[src/hw/rtl/ovu_pkg.sv]
package ovu_pkg;

    localparam int MAX_DIM_DEFAULT = 64;

    localparam int ELEM_W      = 16;
    localparam int ACC_W       = 32;
    localparam int ETA_W       = 16;
    localparam int PROD_W      = 64;
    localparam int IDX_OUT_W   = 6;
    localparam int FRAC_SHIFT  = 12;
    localparam int ETA_SHIFT   = 16;
    localparam int IN_TDATA_W  = 32;
    localparam int OUT_TDATA_W = 24;

    localparam logic [ETA_W-1:0] LEARNING_RATE_RESET = 16'd655;

    localparam logic signed [PROD_W-1:0] S32_MAX = 64'sh0000_0000_7FFF_FFFF;
    localparam logic signed [PROD_W-1:0] S32_MIN = 64'shFFFF_FFFF_8000_0000;
    localparam logic signed [PROD_W-1:0] S16_MAX = 64'sh0000_0000_0000_7FFF;
    localparam logic signed [PROD_W-1:0] S16_MIN = 64'shFFFF_FFFF_FFFF_8000;

    typedef enum logic [1:0] {
        MUL_MX = 2'd0,
        MUL_EY = 2'd1,
        MUL_YM = 2'd2,
        MUL_TD = 2'd3
    } mul_op_t;

    typedef struct packed {
        logic    en;
        mul_op_t op;
    } mul_ctl_t;

    typedef struct packed {
        logic wr_en;
        logic rd_en;
    } store_ctl_t;

    function automatic logic signed [ACC_W-1:0] sat32(input logic signed [PROD_W-1:0] v);
        logic signed [ACC_W-1:0] r;
        if (v > S32_MAX)
        begin
            r = 32'sh7FFF_FFFF;
        end
        else if (v < S32_MIN)
        begin
            r = 32'sh8000_0000;
        end
        else
        begin
            r = $signed(v[ACC_W-1:0]);
        end
        return r;
    endfunction

    function automatic logic signed [ELEM_W-1:0] sat16(input logic signed [PROD_W-1:0] v);
        logic signed [ELEM_W-1:0] r;
        if (v > S16_MAX)
        begin
            r = 16'sh7FFF;
        end
        else if (v < S16_MIN)
        begin
            r = 16'sh8000;
        end
        else
        begin
            r = $signed(v[ELEM_W-1:0]);
        end
        return r;
    endfunction

endpackage

[src/hw/rtl/ovu_store.sv]
module ovu_store #(
    parameter int DEPTH  = ovu_pkg::MAX_DIM_DEFAULT,
    parameter int ADDR_W = 6
) (
    input  logic                                clk,
    input  ovu_pkg::store_ctl_t                 ctl,
    input  logic [ADDR_W-1:0]                   wr_addr,
    input  logic [ovu_pkg::IN_TDATA_W-1:0]      wr_data,
    input  logic [ADDR_W-1:0]                   rd_addr,
    output logic [ovu_pkg::IN_TDATA_W-1:0]      rd_data_reg
);
    import ovu_pkg::*;

    logic [IN_TDATA_W-1:0] mem [DEPTH];

    always_ff @(posedge clk)
    begin
        if (ctl.wr_en)
        begin
            mem[wr_addr] <= wr_data;
        end
        if (ctl.rd_en)
        begin
            rd_data_reg <= mem[rd_addr];
        end
    end

endmodule

[config.mk]
export PLATFORM = sky130hd
export DESIGN_NAME = ovu_store
export DESIGN_NICKNAME = d
export VERILOG_FILES = /design/src/hw/rtl/ovu_pkg.sv /design/src/hw/rtl/ovu_store.sv
export SDC_FILE = /design/constraint.sdc
export NUM_CORES = 2
export LEC_CHECK = 0
export ABC_AREA = 1
export BUFFER_PORTS_ARGS = -buffer_cell sky130_fd_sc_hd__buf_2
export CORE_ASPECT_RATIO = 0.7
export CORE_MARGIN = 2
export CORE_UTILIZATION = 45
export DETAILED_ROUTE_END_ITERATION = 8
export GPL_ROUTABILITY_DRIVEN = 0
export HOLD_SLACK_MARGIN = 0.08
export PLACE_DENSITY = 0.59
export SYNTH_ARGS = -nofsm -noshare
export SYNTH_HDL_FRONTEND = slang
export SYNTH_SLANG_ARGS = --single-unit
export TNS_END_PERCENT = 10
[constraint.sdc]
create_clock -name clk -period 5 [get_ports clk]
set_clock_uncertainty 0.15 [all_clocks]
set_input_delay 0.5 -clock clk [delete_from_list [all_inputs] [get_ports clk]]
set_output_delay 0.5 -clock clk [all_outputs]
set_load 0.02 [all_outputs]
# Yosys cells after proc, flatten, opt, wreduce, memory -nomap -nowiden
# Memories as Yosys holds them, arrays and structs flattened. A register that Yosys moved wholly into a read port is not among the register bits.
# Cells that the tools add are included.
# W data, S select, Z words.
classes:
  n_mux: 2
op_table:
  columns: ["operator", "count"]
  rows:
  - ["$mux W1", 2]
word_totals:
  ff_bits: 0
  ramBits: 2048
  input_bits: 47
  output_inout_bits: 32
  elab_cells: 3
  memories: 1
mem_list:
  columns: ["memory", "words", "width", "rd", "rd_ports_with_merged_regs", "wr", "line", "text"]
  rows:
  - ["mem", 64, 32, 1, 1, 1, "ovu_store.sv:14", "logic [IN_TDATA_W-1:0] mem [DEPTH];"]

# Depth between registers and ports, before layout
logic_depth:
  depth_word: 2
  ltp_mapped: 13
  ltp_nobuf: 9

# Least setup slack after synthesis
# OpenSTA, ideal clock, no wires.
synth_path:
  kind: "input-to-reg"
  startpoint: "input port ctl[1] in the netlist's numbering"
  endpoint: "memory mem[48][0] (enable)"
  setup_time_ns: 0.502
  arrival_ns: 4.128
  required_time_ns: 4.348
  setup_slack_ns: 0.220
  stages: 3
  n_path_buf: 1
  cell_sequence: "clkbuf_1 nand4_1 nor4_1"
synth_between:
  elab_chain_cells: 2
synth_lines:
  columns: ["item", "line", "text"]
  rows:
  - ["from (decl)", "ovu_store.sv:6", "input ovu_pkg::store_ctl_t ctl,"]
  - ["$mux W1", "ovu_store.sv:18", "if (ctl.wr_en)"]
  - ["$mux W1 (not written as such)", "ovu_store.sv:20", "mem[wr_addr] <= wr_data;"]
  - ["to (decl)", "ovu_store.sv:14", null]
# No other way between the ends.

# Final worst setup path
layout_path:
  startpoint: "input port wr_addr[0]"
  endpoint: "memory mem[38][18] (enable)"
layout_rtl:
  columns: ["item", "line", "text"]
  rows:
  - ["from (decl)", "ovu_store.sv:7", "input logic [ADDR_W-1:0] wr_addr,"]
# Straight into the memory's write port.

==> results.json <==
{
  "finalCritPeriodShare": 0.5711,
  "ys.warnings.count": 0,
  "drt_drc_violations_left": 0,
  "synth_fp_nets": 6816,
  "clk_latency_ps": 830,
  "max_freq_mhz": 350.2,
  "critPathSlowestCell": "sky130_fd_sc_hd__nor2_4",
  "grt_pass1_vias": 50460,
  "setup.worst_path.start": "wr_addr[0]",
  "post_synth.cell_area_avg_sq_um": 12.27,
  "post-place-cells": 9057,
  "antenna_violating_nets_post_route": 0,
  "dr_total_vias": 54120,
  "cts.repair.resized": 0,
  "post_synth_instance_area_sq_um": 83060,
  "clock_transition_at_the_registers_of_the_reported_paths_ps": 60,
  "finalSetupTns_ps": 0,
  "routedWlPerCell_um": 26.35,
  "worst-setup-path-type": "primary input to flop",
  "number_of_antenna_violations_at_the_first_check_in_global_routing": 12,
  "finish.net_count": 6841,
  "flip_flop_count_of_the_largest_register_after_layout": 2048,
  "post_drt_via_cell_ratio": 5.752,
  "critPathArrivalTime_ps": 3170,
  "status": "complete, no violations",
  "postRouteWirelength_um": 248000,
  "synth_top_area_frac": 0.7520,
  "postCtsSetupRepairBufs": 0,
  "cts-htree-levels": 4,
  "global_route_wire_length_before_repair_um": 358600,
  "power.ir.vdd_worst_mv": 0.3676,
  "cts_buffer_depth": 3,
  "post_synth_main_area_contributors": "sky130_fd_sc_hd__edfxtp_1, sky130_fd_sc_hd__nand3_1, sky130_fd_sc_hd__nand2_1, sky130_fd_sc_hd__buf_2, sky130_fd_sc_hd__buf_4",
  "ctsRootBufferMaster": "sky130_fd_sc_hd__clkbuf_16",
  "setup_violations": 0,
  "finalCriticalPeriod_ps": 2856,
  "synthTopCellsByCount": "sky130_fd_sc_hd__nand2_1, sky130_fd_sc_hd__edfxtp_1, sky130_fd_sc_hd__nand3_1, sky130_fd_sc_hd__buf_2, sky130_fd_sc_hd__clkbuf_1",
  "buffer_ports.inserted": 78,
  "worstPathRequired_ps": 5310,
  "hold_start": "ctl[0]",
  "yosysSeqAreaShare": 0.7520,
  "clock_share_of_power": 0.401,
  "detailedRoute.firstIterationViolations": 8022,
  "p_seq_frac": 0.536,
  "leakagePower_nw": 32.36,
  "cp_slowest_stage_delay_ps": 720,
  "worst_hold_path.num_cells": 1,
  "gr-total-overflow": 0,
  "crit_fanout": 18,
  "pin_count": 79,
  "die_height_um": 363.4,
  "grt_setup_unrepaired": "false",
  "core_region_area_sq_um": 182800,
  "rel_slew_slack": 0.1857,
  "utilization": 0.5079,
  "internal_power_component_mw": 27.99,
  "synth-main-ff-cell": "sky130_fd_sc_hd__edfxtp_1",
  "cts.hold.buffers_added": 5,
  "switching_share": 0.2272,
  "die_area_sq_um": 188100,
  "netlist-cell-type-count": 15,
  "area_growth_syn_to_layout_pct": 11.76,
  "cts_inserted_buffers": 190,
  "reg2reg_depth": 8,
  "die_width_um": 517.5,
  "synthCells": 6769,
  "regToRegStartpoint": "mem[48][11]",
  "flops_latches_synth": 2080,
  "tritoncts": "done",
  "timing.hold.worst.class": "primary input to flop",
  "post-synth-top-area-cell": "sky130_fd_sc_hd__edfxtp_1",
  "largest_net_degree_at_the_start_of_global_routing": 221,
  "finalHoldViolations": 0,
  "worst_case_register_to_register_setup_slack_ps": 3130,
  "crit_top_cell": "sky130_fd_sc_hd__buf_4",
  "placement_rows": 131,
  "postSynth.asyncResetShare": 0,
  "grt_usage": 0.2623,
  "power_share_of_the_combinational_group": 0.063,
  "effective_utilization_at_floorplan": 0.4545,
  "cts_sinks": 2080,
  "dr.pass1.iters": 5,
  "p_total_mw": 36.21,
  "layout.cells.non_filler": 9410,
  "hold-worst-slack_ps": 101.8,
  "netSwitchingPower_mw": 8.226,
  "worstSetupEndpointType": "flop",
  "max_slew_violations": 0,
  "max_cap_viol_count": 0,
  "dp_hpwl_um": 133200,
  "slew_at_the_pin_with_the_worst_max_slew_slack_ps": 1221,
  "synth_enable_flop_cells": 2080,
  "worstSetupStartpointType": "primary input",
  "cp_cell_sequence": "dlygate4sd3_1 > buf_2 > inv_1 > nand4_1 > buf_4 > nor2_4 > buf_4",
  "synth_most_common_cell": "sky130_fd_sc_hd__nand2_1",
  "final_layout_size_suffix_gt1_frac": 0.08591,
  "power_density_nw_per_um2": 390.1
}
-- cells in the final DEF, fill, tap and decap left out, drive strengths merged, types with 9 or more instances in the layout --
| cell | n |
|---|---|
| nand2 | 2248 |
| edfxtp | 2080 |
| nand3 | 1907 |
| buf | 277 |
| clkbuf | 246 |
| clkinv | 76 |
| nor2 | 56 |
| bufinv | 18 |
| inv | 14 |
| nand4 | 9 |
-- critical path, delay by kind of cell --
kind          cells  cell delay, ps
buf+inv           5            1730
simple gates      2             880
-- per-stage QoR --
stage | setup WS, ps | cell area (sq um)
final | 2144 | 92830
after global placement | 1507 | 86710
after global routing | 2131 | 92830
after detailed placement | 1554 | 86710
after floorplan | 220.0 | 83060
after CTS | 2266 | 92820
-- power groups by stage --
stage / Combinational [mW] / Sequential (mW) / Clock [mW]
after floorplan: 1.19 / 19.8 / 0
after global routing: 2.46 / 19.4 / 15.3
after CTS: 2.26 / 19.4 / 14.7
after detailed placement: 2.25 / 19.8 / 0
final: 2.28 / 19.4 / 14.5
after global placement: 2.23 / 19.8 / 0
-- per-layer routing --
layer | global-route usage | routed length (um)
met5 | 0 | 40
met4 | 0.06906 | 6059
met3 | 0.06223 | 27960
met2 | 0.3743 | 106100
met1 | 0.4005 | 107900
-- cell type report --
cell class	count	area, sq um
Inverter	12	82.58
Timing Repair Buffer	282	2374
Tap cell	2460	3078
Antenna cell	1	2.502
Sequential cell	2080	62460
Multi-Input combinational cell	4228	18770
Clock inverter	101	947.2
Fill cell	15650	89930
Clock buffer	246	5114
-- cell families after synthesis --
family,count (synthesis),synth area share
buffers and inverters,461,0.02769
flip-flops,2080,0.7520
AND/OR/NAND/NOR,4228,0.2203
-- final timing paths --
kind                     end
max              mem[38][18]
min          rd_data_reg[11]
max reg2reg  rd_data_reg[11]
min reg2reg   rd_data_reg[1]
Power figures use the tool's default switching activity.
