File: src/hw/rtl/ovu_pkg.sv
package ovu_pkg;

    localparam int MAX_DIM_DEFAULT = 64;

    localparam int ELEM_W      = 16;
    localparam int ACC_W       = 32;
    localparam int ETA_W       = 16;
    localparam int PROD_W      = 64;
    localparam int IDX_OUT_W   = 6;
    localparam int FRAC_SHIFT  = 12;
    localparam int ETA_SHIFT   = 16;
    localparam int IN_TDATA_W  = 32;
    localparam int OUT_TDATA_W = 24;

    localparam logic [ETA_W-1:0] LEARNING_RATE_RESET = 16'd655;

    localparam logic signed [PROD_W-1:0] S32_MAX = 64'sh0000_0000_7FFF_FFFF;
    localparam logic signed [PROD_W-1:0] S32_MIN = 64'shFFFF_FFFF_8000_0000;
    localparam logic signed [PROD_W-1:0] S16_MAX = 64'sh0000_0000_0000_7FFF;
    localparam logic signed [PROD_W-1:0] S16_MIN = 64'shFFFF_FFFF_FFFF_8000;

    typedef enum logic [1:0] {
        MUL_MX = 2'd0,
        MUL_EY = 2'd1,
        MUL_YM = 2'd2,
        MUL_TD = 2'd3
    } mul_op_t;

    typedef struct packed {
        logic    en;
        mul_op_t op;
    } mul_ctl_t;

    typedef struct packed {
        logic wr_en;
        logic rd_en;
    } store_ctl_t;

    function automatic logic signed [ACC_W-1:0] sat32(input logic signed [PROD_W-1:0] v);
        logic signed [ACC_W-1:0] r;
        if (v > S32_MAX)
        begin
            r = 32'sh7FFF_FFFF;
        end
        else if (v < S32_MIN)
        begin
            r = 32'sh8000_0000;
        end
        else
        begin
            r = $signed(v[ACC_W-1:0]);
        end
        return r;
    endfunction

    function automatic logic signed [ELEM_W-1:0] sat16(input logic signed [PROD_W-1:0] v);
        logic signed [ELEM_W-1:0] r;
        if (v > S16_MAX)
        begin
            r = 16'sh7FFF;
        end
        else if (v < S16_MIN)
        begin
            r = 16'sh8000;
        end
        else
        begin
            r = $signed(v[ELEM_W-1:0]);
        end
        return r;
    endfunction

endpackage

File: src/hw/rtl/ovu_mul.sv
module ovu_mul (
    input  logic                                  clk,
    input  ovu_pkg::mul_ctl_t                     ctl,
    input  logic signed [ovu_pkg::ELEM_W-1:0]     elem_m,
    input  logic signed [ovu_pkg::ELEM_W-1:0]     elem_x,
    input  logic signed [ovu_pkg::ACC_W-1:0]      acc_y,
    input  logic signed [ovu_pkg::ACC_W-1:0]      eta_y,
    input  logic signed [ovu_pkg::ACC_W-1:0]      diff,
    input  logic        [ovu_pkg::ETA_W-1:0]      eta,
    output logic signed [ovu_pkg::PROD_W-1:0]     prod_reg
);
    import ovu_pkg::*;

    logic signed [ACC_W-1:0]  opa;
    logic signed [ACC_W-1:0]  opb;
    logic signed [PROD_W-1:0] prod_full;

    always_comb
    begin
        case (ctl.op)
            MUL_MX:
            begin
                opa = {{(ACC_W-ELEM_W){elem_m[ELEM_W-1]}}, elem_m};
                opb = {{(ACC_W-ELEM_W){elem_x[ELEM_W-1]}}, elem_x};
            end
            MUL_EY:
            begin
                opa = $signed({{(ACC_W-ETA_W){1'b0}}, eta});
                opb = acc_y;
            end
            MUL_YM:
            begin
                opa = acc_y;
                opb = {{(ACC_W-ELEM_W){elem_m[ELEM_W-1]}}, elem_m};
            end
            MUL_TD:
            begin
                opa = eta_y;
                opb = diff;
            end
            default:
            begin
                opa = '0;
                opb = '0;
            end
        endcase
    end

    assign prod_full = opa * opb;

    always_ff @(posedge clk)
    begin
        if (ctl.en)
        begin
            prod_reg <= prod_full;
        end
    end

endmodule

File: config.mk
export PLATFORM = sky130hd
export DESIGN_NAME = ovu_mul
export DESIGN_NICKNAME = d
export VERILOG_FILES = /design/src/hw/rtl/ovu_pkg.sv /design/src/hw/rtl/ovu_mul.sv
export SDC_FILE = /design/constraint.sdc
export NUM_CORES = 2
export LEC_CHECK = 0
export BUFFER_PORTS_ARGS = -buffer_cell sky130_fd_sc_hd__buf_4
export CAP_MARGIN = 20
export CELL_PAD_IN_SITES_DETAIL_PLACEMENT = 1
export CELL_PAD_IN_SITES_GLOBAL_PLACEMENT = 2
export CORE_AREA = 2 2 307 309
export CTS_CLUSTER_DIAMETER = 40
export CTS_CLUSTER_SIZE = 30
export DETAILED_ROUTE_END_ITERATION = 8
export DIE_AREA = 0 0 309 311
export PLACE_DENSITY = 0.92
export SLEW_MARGIN = 5
export SYNTH_ARGS = -nofsm -noshare
export SYNTH_HDL_FRONTEND = slang
export SYNTH_SLANG_ARGS = --single-unit
File: constraint.sdc
create_clock -name clk -period 14.2 [get_ports clk]
set_clock_uncertainty 0.05 [all_clocks]
set_input_delay 2.13 -clock clk [delete_from_list [all_inputs] [get_ports clk]]
set_output_delay 2.13 -clock clk [all_outputs]
set_load 0.02 [all_outputs]
After elaboration in Yosys (flattened, before gate mapping)
Index checks and enable logic that the tools add are counted.
{"block": "totals", "regBits": 64, "word_cells": 8}
{"block": "op_classes", "multipliers": 1, "n_eq_ne": 3, "mux": 2, "n_reduce_logical": 1}
{"operator": "one-hot mux 32 bit (4 select lines)", "n": 2}
{"operator": "multiplier 32 x 32 -> 64 bit", "n": 1}
{"operator": "equality test 2 bit, second input constant", "n": 2}
{"operator": "equality test 2 x 1 -> 1 bit, second input constant", "n": 1}
{"operator": "logical NOT 2 bit", "n": 1}

Logic depth before layout (Yosys ltp)
{"block": "depth", "ltp_word": 3, "mapped_depth": 35, "depth_no_buf": 31}

Worst setup path before layout
Ideal clock, no wire load.
{"block": "synth_path", "kind": "input to register", "startpoint": "input ctl[0] in the netlist's numbering", "endpoint": "register prod_reg[60] in the netlist's numbering (data pin)", "arrival_ps": 10231, "setup_slack_ps": 3660, "path_stages": 28, "n_path_buf": 3, "cell_sequence": "clkbuf_1 > clkbuf_1 > mux2_2 > o21ai_1 > clkbuf_1 > nor2_1 > fa_1 > fa_1 > inv_1 > fa_1 > inv_1 > fa_1 > inv_1 > fa_1 > inv_1 > fa_1 > inv_1 > fa_1 > inv_1 > fa_1 > ha_1 > a2111oi_0 > nor2_1 > o221ai_2 > a21oi_2 > a221o_1 > a21oi_2 > xnor2_1"}
{"block": "synth_between", "elab_chain_cells": 3, "elab_cells_between_ends": 7}
{"item": "start, declared", "line_no": "ovu_mul.sv:3", "source": "input ovu_pkg::mul_ctl_t ctl,"}
{"item": "equality test 2 bit (tied with other cells)", "line_no": "ovu_mul.sv:20", "source": "case (ctl.op)"}
{"item": "one-hot mux 32 bit (4 select lines)", "line_no": "ovu_mul.sv:20"}
{"item": "multiplier 32 x 32 -> 64 bit *", "line_no": "ovu_mul.sv:49", "source": "assign prod_full = opa * opb;"}
{"item": "net prod_full[60]", "line_no": "ovu_mul.sv:16", "source": "logic signed [PROD_W-1:0] prod_full;"}
{"item": "end signal, assigned", "line_no": "ovu_mul.sv:55", "source": "prod_reg <= prod_full;"}
{"item": "end, declared", "line_no": "ovu_mul.sv:10", "source": "output logic signed [ovu_pkg::PROD_W-1:0] prod_reg"}
The timed path passes the listed nets; every way through them passes the cells marked *.
A chain may end at the register's enable or synchronous reset.

Worst setup path after layout
{"block": "layout_path", "startpoint": "input ctl[0] in the netlist's numbering", "endpoint": "register prod_reg[61] in the netlist's numbering (data pin)"}
Same word-level chain as after synthesis.

==> flow_metrics.tcl <==
set metrics [dict create \
    utilization_pct 45.7 \
    grt_pass1_vias 35400 \
    synth-seq-cells 64 \
    postCtsSetupBuffers 0 \
    initial_core_util_pct 41.8 \
    multi_input_area_sq_um 32600 \
    vias_per_cell 5.53 \
    whs_ns 2.36 \
    clk_path_buf_depth 2 \
    die_area_sq_um 96100 \
    clk_pin_slew_ns 0.06 \
    routed_wirelength_um 148000 \
    grt_antenna_before_repair 3 \
    synth_top_area_share_pct 55.8 \
    grt_pass1_wl_um 219000 \
    drv_cap 0 \
    crit_type "in -> reg" \
    ys_seq_area_share_pct 4.95 \
    htreeDepth 3 \
    finalCritPeriodShare_pct 87.9 \
    post_drt_wl_per_cell_um 26.5 \
    syn_inst 4223 \
    avgSynthCellArea_sq_um 9.19 \
    worstSetupPathDepth 28 \
    cts_tree "yes" \
    cts_buffers 9 \
    num_vias 30900 \
    run_status "complete, no violations" \
    worstHoldPathType "in -> reg" \
    cpMaxStageDelayCell "a21o_1" \
    routabilityCongestion 0.967 \
    dpl_cell_area_sq_um 42000 \
    period_needed_ns 12.48 \
    synthMostInstantiatedCell "fa_1" \
    netlist-cell-type-count 60 \
    synthFlopType "edfxtp_1" \
    overflow 0 \
    largest_reg_flops 64 \
    num_rows 112 \
    io_buffers 211 \
    rsz0062_at_grt "false" \
    yosys_warnings 0 \
    endpoint "prod_reg[61]" \
    slew_violations 0 \
    grt_usage_pct 31.4 \
    cp-end-kind "flip-flop" \
    synth_nets 5637 \
    drive_above_1_share_pct 9.86 \
    crit_family "adder cells" \
    crit_fanout 46 \
    max_slew_margin_pct 20.6 \
    dp_hpwl_um 120000 \
    synth_top_area_cell "fa_1" \
    nNetsFinal 5740 \
    syn-cell-area_sq_um 38800 \
    worstPathRequired_ns 14.25 \
    firstDrtPassIters 8 \
    path_buf_inv 5 \
    regArea_sq_um 1920 \
    worst_pin_slew_ns 1.19 \
    synthArstFlopShare_pct 0 \
    drc_errors 0 \
    fmax_mhz 80.1 \
    hold_violations 0 \
    hold_buffers 0 \
    root_buffer "clkbuf_16" \
    drtAntennaViolNets 0 \
    slowest_delay_ns 0.85 \
    crit_top_cell "fa_1" \
    cts_sinks 64 \
    area_growth_pct 9.16 \
    grt_max_degree 86 \
    start_kind "input pin" \
    crit_arrival_ns 12.53 \
    drt_iter0_markers 2312 \
    n_fill_cell 10800 \
    coreArea_sq_um 92800 \
    synth-edff-count 64 \
    tns_ns 0 \
    ioPinCount 212 \
    final_area_sq_um 42400 \
    yosys-top-cells-area "fa_1, inv_1, ha_1, nor2_1, nand2_1" \
    synth_commonest_cells "fa_1, inv_1, nor2_1" \
    setup_viol 0 \
    die_height_um 311 \
    die_w_um 309 \
    cts_resized 0 \
    critPathLaunch "ctl[0]" \
]
==> kinds of logic (layout without fill, tap and decap cells) <==
kind of cell	count (synthesis)	after routing	share of synthesized area, %
fa+ha+maj	1266	1266	61.8
simple gates	1255	1255	13.0
buf+inv	1196	1304	11.6
compound gates	313	313	5.16
xor+xnor	74	74	1.67
flops	64	64	4.95
mux	55	55	1.82
other cells	0	3	0
==> placed cells by master (no fill, tap or decap), types with 5 or more instances in the layout <==
cell,count
a21o_1,61
mux2_2,44
nand4_1,14
edfxtp_1,64
nand3_1,14
buf_4,304
nor2_1,570
inv_1,979
o21bai_1,10
o21ai_1,6
nand2_1,525
a31oi_1,11
or2_2,8
a21oi_2,9
and2_1,34
fa_1,1082
a21oi_4,5
nand2b_1,32
o31ai_1,5
o21a_1,17
o21ai_0,46
nor3_1,36
and3_1,7
clkbuf_16,9
nor2b_1,6
xor2_1,19
a21oi_1,87
xnor2_1,55
mux4_2,8
ha_1,184
a31o_2,13
==> stage by stage <==
stage	worst slack, ns	cells
final	1.72	5588
after global routing	1.35	5585
after CTS	1.93	5583
after detailed placement	1.54	5567
after global placement	1.78	5567
after floorplan	3.66	4223
==> area by class of cell <==
cell class / instances / area share (%)
Inverter: 981 / 8.69
Clock inverter: 6 / 0.0857
Clock buffer: 10 / 0.541
Timing Repair Buffer: 307 / 5.52
Tap cell: 1254 / 3.70
Sequential cell: 64 / 4.54
Multi-Input combinational cell: 2963 / 76.9
Antenna cell: 3 / 0.0177
==> how the worst min path moves through the flow <==
| stage | startpoint | to | slack (ns) | cells past startpoint |
|---|---|---|---|---|
| finish | ctl[2] | prod_reg[58] | 2.36 | 1 |
| global route | ctl[2] | prod_reg[58] | 2.40 | 1 |
| CTS | ctl[2] | prod_reg[58] | 2.38 | 1 |
| detailed placement | prod_reg[51] | prod_reg[51] | 2.51 | 1 |
| global placement | prod_reg[23] | prod_reg[23] | 2.51 | 1 |
| floorplan | ctl[2] | prod_reg[0] | 2.19 | 0 |
==> routing by layer <==
layer | global-route usage (%) | up-vias | routed length (um)
met1 | 36.2 | 16300 | 51200
met3 | 6.21 | 531 | 12200
met2 | 52.7 | 1524 | 71900
met4 | 21.4 | 0 | 12700
li1 | - | 12500 | -
met5 | 0 | - | 0
Power is left out: the tool's default activity adds up to more than one toggle a clock period on the data nets, which glitch-free logic cannot reach.
